<file path="src/sv/sorted_record_table_assert.svh">
// Assertion macros for the sorted record table.
// Included by modules that carry concurrent assertions; no other dependencies.
`ifndef SORTED_RECORD_TABLE_ASSERT_SVH
`define SORTED_RECORD_TABLE_ASSERT_SVH

`ifndef SYNTHESIS
// Check prop on every rising edge of clk, disabled while rst_n is low.
`define SRT_ASSERT_CLK(label, clk, rst_n, prop) \
  label: assert property (@(posedge clk) disable iff (!rst_n) prop) \
    else $error("sorted_record_table: assertion failed");
// Same, on the block's own clock and reset.
`define SRT_ASSERT(label, prop) `SRT_ASSERT_CLK(label, clk_i, rst_ni, prop)
`else
`define SRT_ASSERT_CLK(label, clk, rst_n, prop)
`define SRT_ASSERT(label, prop)
`endif

`endif

</file>
<file path="src/sv/srt_pkg.sv">
// Shared types and constants for the sorted record table.
// No dependencies; imported by srt_seq, sorted_record_table and the bench files.
`default_nettype none

package srt_pkg;

  localparam int unsigned KEY_W = 32;
  localparam int unsigned FLD_W = 2;
  localparam int unsigned POS_W = 7;
  localparam int unsigned REC_W = KEY_W + 2 * FLD_W;

  typedef enum logic [1:0] {
    REQ_INSERT = 2'd0,
    REQ_DELETE = 2'd1,
    REQ_MODIFY = 2'd2,
    REQ_LOOKUP = 2'd3
  } req_e;

  typedef enum logic [1:0] {
    STATUS_OK        = 2'd0,
    STATUS_DUPLICATE = 2'd1,
    STATUS_NOT_FOUND = 2'd2,
    STATUS_FULL      = 2'd3
  } status_e;

  typedef enum logic [2:0] {
    ST_IDLE,
    ST_SRCH,
    ST_CMP,
    ST_ACT,
    ST_SHIFT,
    ST_DONE
  } state_e;

  typedef struct packed {
    status_e            status;
    logic [POS_W-1:0]   position;
    logic [FLD_W-1:0]   found_type;
    logic [FLD_W-1:0]   found_availability;
    logic [POS_W-1:0]   count_after;
  } result_t;

endpackage

`default_nettype wire

</file>
<file path="src/sv/srt_ram.sv">
// Generic single-port-write, single-port-read RAM with registered read data.
// No dependencies.
`default_nettype none

module srt_ram #(
  parameter int unsigned WIDTH = 36,
  parameter int unsigned DEPTH = 64
) (
  input  wire logic                     clk_i,
  input  wire logic                     we_i,
  input  wire logic [$clog2(DEPTH)-1:0] waddr_i,
  input  wire logic [WIDTH-1:0]         wdata_i,
  input  wire logic [$clog2(DEPTH)-1:0] raddr_i,
  output logic      [WIDTH-1:0]         rdata_o
);

  logic [WIDTH-1:0] mem_q [DEPTH];
  logic [WIDTH-1:0] rdata_q;

  always_ff @(posedge clk_i) begin
    if (we_i) begin
      mem_q[waddr_i] <= wdata_i;
    end
    rdata_q <= mem_q[raddr_i];
  end

  assign rdata_o = rdata_q;

endmodule

`default_nettype wire

</file>
<file path="src/sv/srt_seq.sv">
// Request sequencer: binary search and entry shifting over the record RAM.
// Depends on srt_pkg and srt_ram.
`default_nettype none

module srt_seq #(
  parameter int unsigned CAPACITY = 64
) (
  input  wire logic                          clk_i,
  input  wire logic                          rst_ni,
  input  wire logic                          in_valid_i,
  output logic                               in_ready_o,
  input  wire logic [1:0]                    req_type_i,
  input  wire logic [srt_pkg::KEY_W-1:0]     key_i,
  input  wire logic [srt_pkg::FLD_W-1:0]     room_type_i,
  input  wire logic [srt_pkg::FLD_W-1:0]     availability_i,
  output logic                               res_valid_o,
  input  wire logic                          res_ready_i,
  output srt_pkg::result_t                   res_o
);

  import srt_pkg::*;

  localparam int unsigned AW = $clog2(CAPACITY);
  localparam int unsigned CW = $clog2(CAPACITY + 1);

  state_e           state_q, state_d;
  req_e             req_q, req_d;
  logic [KEY_W-1:0] key_q, key_d;
  logic [FLD_W-1:0] ty_q, ty_d;
  logic [FLD_W-1:0] av_q, av_d;
  logic [CW-1:0]    lo_q, lo_d;
  logic [CW-1:0]    hi_q, hi_d;
  logic [CW-1:0]    mid_q, mid_d;
  logic             hit_q, hit_d;
  logic [CW-1:0]    pos_q, pos_d;
  logic [FLD_W-1:0] ft_q, ft_d;
  logic [FLD_W-1:0] fa_q, fa_d;
  status_e          status_q, status_d;
  logic [CW-1:0]    count_q, count_d;
  logic [CW-1:0]    i_q, i_d;
  logic             pend_q, pend_d;
  logic [AW-1:0]    dst_q, dst_d;

  logic [CW-1:0]    mid;
  logic [CW-1:0]    i_dec;
  logic [CW-1:0]    i_inc;
  logic             ram_we;
  logic [AW-1:0]    ram_waddr;
  logic [REC_W-1:0] ram_wdata;
  logic [AW-1:0]    ram_raddr;
  logic [REC_W-1:0] ram_rdata;
  logic [KEY_W-1:0] rd_key;
  logic [FLD_W-1:0] rd_ty;
  logic [FLD_W-1:0] rd_av;

  srt_ram #(
    .WIDTH (REC_W),
    .DEPTH (CAPACITY)
  ) u_ram (
    .clk_i   (clk_i),
    .we_i    (ram_we),
    .waddr_i (ram_waddr),
    .wdata_i (ram_wdata),
    .raddr_i (ram_raddr),
    .rdata_o (ram_rdata)
  );

  assign rd_key = ram_rdata[REC_W-1 -: KEY_W];
  assign rd_ty  = ram_rdata[2*FLD_W-1 -: FLD_W];
  assign rd_av  = ram_rdata[FLD_W-1:0];
  assign mid    = lo_q + ((hi_q - lo_q) >> 1);
  assign i_dec  = i_q - CW'(1);
  assign i_inc  = i_q + CW'(1);

  always_ff @(posedge clk_i or negedge rst_ni) begin
    if (!rst_ni) begin
      state_q <= ST_IDLE;
      count_q <= '0;
      pend_q  <= 1'b0;
    end else begin
      state_q <= state_d;
      count_q <= count_d;
      pend_q  <= pend_d;
    end
  end

  always_ff @(posedge clk_i) begin
    req_q    <= req_d;
    key_q    <= key_d;
    ty_q     <= ty_d;
    av_q     <= av_d;
    lo_q     <= lo_d;
    hi_q     <= hi_d;
    mid_q    <= mid_d;
    hit_q    <= hit_d;
    pos_q    <= pos_d;
    ft_q     <= ft_d;
    fa_q     <= fa_d;
    status_q <= status_d;
    i_q      <= i_d;
    dst_q    <= dst_d;
  end

  always_comb begin
    state_d   = state_q;
    req_d     = req_q;
    key_d     = key_q;
    ty_d      = ty_q;
    av_d      = av_q;
    lo_d      = lo_q;
    hi_d      = hi_q;
    mid_d     = mid_q;
    hit_d     = hit_q;
    pos_d     = pos_q;
    ft_d      = ft_q;
    fa_d      = fa_q;
    status_d  = status_q;
    count_d   = count_q;
    i_d       = i_q;
    pend_d    = pend_q;
    dst_d     = dst_q;
    ram_we    = 1'b0;
    ram_waddr = '0;
    ram_wdata = '0;
    ram_raddr = '0;
    in_ready_o  = 1'b0;
    res_valid_o = 1'b0;

    case (state_q)
      ST_IDLE: begin
        in_ready_o = 1'b1;
        if (in_valid_i) begin
          req_d   = req_e'(req_type_i);
          key_d   = key_i;
          ty_d    = room_type_i;
          av_d    = availability_i;
          lo_d    = '0;
          hi_d    = count_q;
          hit_d   = 1'b0;
          ft_d    = '0;
          fa_d    = '0;
          state_d = ST_SRCH;
        end
      end

      ST_SRCH: begin
        if (lo_q < hi_q) begin
          ram_raddr = mid[AW-1:0];
          mid_d     = mid;
          state_d   = ST_CMP;
        end else begin
          pos_d   = lo_q;
          state_d = ST_ACT;
        end
      end

      ST_CMP: begin
        if (rd_key == key_q) begin
          hit_d   = 1'b1;
          pos_d   = mid_q;
          ft_d    = rd_ty;
          fa_d    = rd_av;
          state_d = ST_ACT;
        end else if (key_q < rd_key) begin
          hi_d    = mid_q;
          state_d = ST_SRCH;
        end else begin
          lo_d    = mid_q + CW'(1);
          state_d = ST_SRCH;
        end
      end

      ST_ACT: begin
        state_d = ST_DONE;
        if (req_q == REQ_INSERT) begin
          if (hit_q) begin
            status_d = STATUS_DUPLICATE;
          end else if (count_q >= CW'(CAPACITY)) begin
            status_d = STATUS_FULL;
          end else begin
            status_d = STATUS_OK;
            i_d      = count_q;
            pend_d   = 1'b0;
            state_d  = ST_SHIFT;
          end
        end else if (!hit_q) begin
          status_d = STATUS_NOT_FOUND;
        end else begin
          status_d = STATUS_OK;
          case (req_q)
            REQ_DELETE: begin
              i_d     = pos_q + CW'(1);
              pend_d  = 1'b0;
              state_d = ST_SHIFT;
            end
            REQ_MODIFY: begin
              ram_we    = 1'b1;
              ram_waddr = pos_q[AW-1:0];
              ram_wdata = {key_q, ty_q, av_q};
            end
            default: begin
            end
          endcase
        end
      end

      ST_SHIFT: begin
        // read one entry per cycle, write it back one place over next cycle
        if (pend_q) begin
          ram_we    = 1'b1;
          ram_waddr = dst_q;
          ram_wdata = ram_rdata;
        end
        if (req_q == REQ_INSERT) begin
          if (i_q > pos_q) begin
            ram_raddr = i_dec[AW-1:0];
            dst_d     = i_q[AW-1:0];
            i_d       = i_dec;
            pend_d    = 1'b1;
          end else begin
            pend_d = 1'b0;
            if (!pend_q) begin
              ram_we    = 1'b1;
              ram_waddr = pos_q[AW-1:0];
              ram_wdata = {key_q, ty_q, av_q};
              count_d   = count_q + CW'(1);
              state_d   = ST_DONE;
            end
          end
        end else begin
          if (i_q < count_q) begin
            ram_raddr = i_q[AW-1:0];
            dst_d     = i_dec[AW-1:0];
            i_d       = i_inc;
            pend_d    = 1'b1;
          end else begin
            pend_d = 1'b0;
            if (!pend_q) begin
              count_d = count_q - CW'(1);
              state_d = ST_DONE;
            end
          end
        end
      end

      ST_DONE: begin
        res_valid_o = 1'b1;
        if (res_ready_i) begin
          state_d = ST_IDLE;
        end
      end

      default: begin
        state_d = ST_IDLE;
      end
    endcase
  end

  assign res_o.status             = status_q;
  assign res_o.position           = POS_W'(pos_q);
  assign res_o.found_type         = ft_q;
  assign res_o.found_availability = fa_q;
  assign res_o.count_after        = POS_W'(count_q);

endmodule

`default_nettype wire

</file>
<file path="src/sv/sorted_record_table.sv">
// Sorted record table: up to CAPACITY records held in ascending key order in one
// RAM. A request binary-searches the table; each probe is a RAM read, then a
// compare, and when the key is absent the search ends with a closing bound check.
// An insert then moves every later entry one place right and a delete every later
// entry one place left, one entry per cycle through the single RAM port pair.
// Each request passes accept, search, action, a shift for an insert or delete, and
// result handoff; its result may then wait for the output register.
// One request is worked at a time; the next one is taken while the previous
// result waits in the output register.
// Depends on srt_pkg, srt_seq, srt_ram and sorted_record_table_assert.svh.
`default_nettype none

`include "sorted_record_table_assert.svh"

module sorted_record_table #(
  parameter int unsigned CAPACITY = 64
) (
  input  wire logic                      clk_i,
  input  wire logic                      rst_ni,
  input  wire logic                      in_valid_i,
  output logic                           in_ready_o,
  input  wire logic [1:0]                req_type_i,
  input  wire logic [srt_pkg::KEY_W-1:0] key_i,
  input  wire logic [srt_pkg::FLD_W-1:0] room_type_i,
  input  wire logic [srt_pkg::FLD_W-1:0] availability_i,
  output logic                           out_valid_o,
  input  wire logic                      out_ready_i,
  output logic [1:0]                     status_o,
  output logic [srt_pkg::POS_W-1:0]      position_o,
  output logic [srt_pkg::FLD_W-1:0]      found_type_o,
  output logic [srt_pkg::FLD_W-1:0]      found_availability_o,
  output logic [srt_pkg::POS_W-1:0]      count_after_o
);

  import srt_pkg::*;

  logic    res_valid;
  logic    res_ready;
  result_t res;
  result_t out_q;
  logic    out_valid_q;

  srt_seq #(
    .CAPACITY (CAPACITY)
  ) u_seq (
    .clk_i          (clk_i),
    .rst_ni         (rst_ni),
    .in_valid_i     (in_valid_i),
    .in_ready_o     (in_ready_o),
    .req_type_i     (req_type_i),
    .key_i          (key_i),
    .room_type_i    (room_type_i),
    .availability_i (availability_i),
    .res_valid_o    (res_valid),
    .res_ready_i    (res_ready),
    .res_o          (res)
  );

  assign res_ready = !out_valid_q || out_ready_i;

  always_ff @(posedge clk_i or negedge rst_ni) begin
    if (!rst_ni) begin
      out_valid_q <= 1'b0;
    end else if (res_valid && res_ready) begin
      out_valid_q <= 1'b1;
    end else if (out_ready_i) begin
      out_valid_q <= 1'b0;
    end
  end

  always_ff @(posedge clk_i) begin
    if (res_valid && res_ready) begin
      out_q <= res;
    end
  end

  assign out_valid_o          = out_valid_q;
  assign status_o             = out_q.status;
  assign position_o           = out_q.position;
  assign found_type_o         = out_q.found_type;
  assign found_availability_o = out_q.found_availability;
  assign count_after_o        = out_q.count_after;

  // one request in flight: after a transaction on the input, not ready at once
  `SRT_ASSERT(a_busy_after_accept, in_valid_i && in_ready_o |=> !in_ready_o)
  // a refused insert for lack of room reports a full table
  `SRT_ASSERT(a_full_count, out_valid_o && status_o == STATUS_FULL |->
    count_after_o == POS_W'(CAPACITY))
  // no record matched: nothing reported from the table
  `SRT_ASSERT(a_miss_no_fields,
    out_valid_o && (status_o == STATUS_NOT_FOUND || status_o == STATUS_FULL) |->
    found_type_o == '0 && found_availability_o == '0)

endmodule

`default_nettype wire

</file>
<file path="config.mk">
export PLATFORM = sky130hd
export DESIGN_NAME = sorted_record_table
export DESIGN_NICKNAME = d
export VERILOG_FILES = /design/src/sv/srt_pkg.sv /design/src/sv/srt_ram.sv /design/src/sv/srt_seq.sv /design/src/sv/sorted_record_table.sv
export VERILOG_INCLUDE_DIRS = /design/src /design/src/sv
export SDC_FILE = /design/constraint.sdc
export NUM_CORES = 2
export LEC_CHECK = 0
export BUFFER_PORTS_ARGS = -buffer_cell sky130_fd_sc_hd__buf_2
export CAP_MARGIN = 30
export CORE_UTILIZATION = 25
export CTS_CLUSTER_DIAMETER = 120
export DETAILED_ROUTE_END_ITERATION = 6
export PLACE_DENSITY = 0.43
export SLEW_MARGIN = 20
export SYNTH_ARGS = -nofsm -noshare
export SYNTH_HDL_FRONTEND = slang
export SYNTH_SLANG_ARGS = --single-unit
</file>
<file path="constraint.sdc">
create_clock -name clk_i -period 6.3 [get_ports clk_i]
set_input_delay 0.945 -clock clk_i [delete_from_list [all_inputs] [get_ports clk_i]]
set_output_delay 0.945 -clock clk_i [all_outputs]
set_load 0.05 [all_outputs]
</file>
==> impl_metrics.toml <==
[run_status]
status = "finished with violations"
violations = "design-rule violations"

[power_and_ir_drop]
p_sw_frac = 0.396
p_leak_nw = 39.8
combPwrFrac = 0.378
seq_power_share = 0.343
peakVddDrop_mv = 0.513
switchingPower_mw = 22.5
clockPowerShare = 0.279
intPower_mw = 34.3
p_per_area_mw_per_mm2 = 488

[final_layout]
drive_gt1_frac = 0.150
multi_input_area_mm2 = 0.0236
num-fill-cells = 38700
regArea_mm2 = 0.0734
syn_to_final_growth_pct = 18.5
finalNetCount = 6870
final_area_mm2 = 0.116
fin_cells = 12200

[global_routing]
grt_use_met1 = 0.230
grt_use_met3 = 0.0347
grt_pass1_wl_mm = 484
track_usage = 0.174
met2_usage = 0.279
grt_pass1_vias = 57000
busiest_layer = "met2"
grt_max_degree = 92
gr-total-overflow = 0
antenna_found_initial = 15

[synthesis]
synth_area_leader_cell = "edfxtp_1"
ys.flop_type = "edfxtp_1"
synth_top_family_by_area = "simple AND/OR/NAND/NOR gates"
syn_avg_cell_area_um2 = 15.3
synth_top_cell_area_share = 0.737
netlist_top_cells_count = "edfxtp_1 (2,410), nand2_1 (1,223), mux2i_1 (536)"
synth_compound_area_frac = 0.0559
ys_seq_area_frac = 0.747
post_synth_num_cell_types = 80
synth.most_common_cell = "edfxtp_1"
synthSimpleGateAreaFrac = 0.0907
async_flop_share = 0.00488
ys_ff_latch = 2458
synth_nets = 6551
synth-adder-area-share = 0.00953
synthXorXnorAreaFrac = 0.00321
synth_area_mm2 = 0.0983
muxShareOfSynthArea = 0.0715
ys_warn_count = 0
synth_edf_count = 2410
ys_top_cells_by_area = "edfxtp_1 (74%), mux2i_1 (5.5%), nand2_1 (4.7%)"
syn_inst = 6436

[routing]
ant_nets = 0
drtIter0Drc = 6635
wl_mm = 355
viasPerCell = 4.86
dr.pass1.iters = 7
via_count = 59100
wl_per_cell_um = 29.1
drcViolationCount = 19

[critical_path]
cp-end-kind = "flop"
crit_type = "flop to flop"
worstPathRequired_ns = 7.15
cp_max_fo = 15
worstPathArrival_ns = 6.51
startpoint_type = "flop"

[timing]
finalCriticalPeriod_ns = 5.67
relSlewSlack = 0.275
tightest_slew_ns = 1.09
holdWs_ns = 0.222
rsz0062_at_grt = "no"
finClkSkew_ns = 0.0514
period_share = 0.899
hold_viol = 0
setup_viol = 0
fmax_mhz = 176
setup_tns_ns = 0
report.final.slew_viol_count = 0

[die]
die_h_um = 629
ios = 64
start_util = 0.252
die_area_mm2 = 0.396
coreArea_mm2 = 0.390
die_w_um = 629
core.rowCount = 229

[clock_tree]
post_cts_buffers = 0
cts_resized = 0
clkTransAtPathRegs_ns = 0.06
cts_inserted_buffers = 280
numClockSinks = 2458
clock_path_buffers = 4
cts_hold_buf = 1
cts_tree = "done"
h-tree-depth = 5
cts-root-buf = "clkbuf_16"
insertion_delay_ns = 0.92

[place]
place_inst = 11700
place_area_mm2 = 0.108
gp_congestion = 0.941
post-dp-hpwl_mm = 217
port_buffers = 63

[worst_hold_path]
worstHoldPathType = "primary input to flop"

[job]
maxCapViolations = 0
[path summary, 6_finish.rpt]
path / start / end / slack (ns) / cells past startpoint
max: u_seq.hi_q[0] / u_seq.u_ram.rdata_o[16] / 0.63 / 20
min: key_i[16] / u_seq.key_q[16] / 0.22 / 1
max reg2reg: u_seq.hi_q[0] / u_seq.u_ram.rdata_o[16] / 0.63 / 20
min reg2reg: u_seq.ft_q[0] / found_type_o[0] / 0.41 / 0
max in group asynchronous: rst_ni / u_seq.count_q[3] / 5.57 / 2
min in group asynchronous: rst_ni / u_seq.count_q[6] / 0.49 / 2
[cells by family after synthesis]
family	count (synthesis)
simple gates	2046
fa+ha+maj	73
xor+xnor	36
flops	2458
mux	610
buf+inv	453
compound gates	760
[power by group through the flow]
stage / sequential [mW] / clock (mW) / combinational [mW]
2_1_floorplan: 19.4 / 0 / 11.2
3_3_place_gp: 19.8 / 0 / 21.4
3_5_place_dp: 19.8 / 0 / 21.4
4_1_cts: 19.5 / 16.1 / 21.5
5_1_grt: 19.5 / 16.7 / 22.4
6_report: 19.5 / 15.8 / 21.5
[cell usage in the layout (no fill, tap or decap), types with 14 or more instances in the layout]
cell type,synthesis,routed
o41ai_2,0,14
mux2i_1,536,536
buf_4,44,274
buf_2,195,64
or4_1,21,20
nor2_1,173,106
nand3_1,464,463
edfxtp_1,2410,2410
buf_12,0,69
ha_1,70,70
xnor2_1,27,27
a22oi_1,21,21
and2_1,17,16
nor4_2,21,20
a21oi_1,192,191
and3_1,17,17
o31a_1,22,22
bufinv_16,0,19
o221ai_1,22,19
a211oi_1,46,45
a22o_2,0,34
clkbuf_16,0,284
o21ai_0,40,40
inv_1,72,71
clkinv_2,0,41
dfxtp_1,36,36
nand2_1,1223,1222
clkbuf_1,100,66
a32o_1,67,67
clkinv_1,0,62
a21o_1,17,17
mux4_2,73,73
nor4_1,16,16
a32oi_1,47,47
o22ai_1,88,88
a221oi_1,44,35
nor2_4,0,68
nand4_1,34,34
a31oi_1,30,30
[flip-flops by register name (all words and copies together) (netlist names), 3 cells and up]
register / count
u_seq.i_q: 7
u_seq.lo_q: 7
u_seq.pos_q: 7
u_seq.hi_q: 7
u_seq.u_ram.mem_q: 2304
u_seq.key_q: 32
u_seq.mid_q: 7
u_seq.state_q: 3
count_after_o: 7
u_seq.dst_q: 6
u_seq.u_ram.rdata_o: 36
position_o: 7
u_seq.count_q: 7
[final cells by class]
type,instances,share of cell area
clock inverters,147,0.0114
inverters,73,0.00235
multi-input cells,3525,0.203
repair buffers,417,0.0338
clock buffers,353,0.0635
well taps,5197,0.0559
diodes,1,0.0000215
flip-flops and latches,2458,0.631
[worst max-delay path, stage by stage, from the launching register on]
cell,delay (ns)
edfxtp_1,0.37
inv_1,0.07
ha_1,0.17
inv_1,0.07
fa_1,0.41
a21o_1,0.18
a21oi_1,0.23
o21bai_1,0.10
a21oi_1,0.19
xnor2_1,0.10
ha_1,0.30
inv_1,0.09
and3_1,0.20
a2111oi_0,0.37
nand3_1,0.24
a221oi_4,0.76
nand3b_1,0.51
buf_4,0.32
a21oi_1,0.06
nor4_1,0.64
and3_1,0.24
[per-stage QoR]
stage	setup slack (ns)	util	power (mW)
6_report	0.633	0.298	56.8
3_5_place_dp	0.649	0.276	41.2
2_1_floorplan	1.84	-	30.6
4_1_cts	0.633	0.298	57.1
3_3_place_gp	0.443	0.275	41.2
5_1_grt	0.390	0.298	58.6
[per-layer routing]
layer  part of all wire  vias up
li1                   -    25300
met1               0.42    31000
met2               0.46     2234
met3              0.072      557
met4              0.044        8
met5            0.00021        -
(Power assumes the default switching activity.)
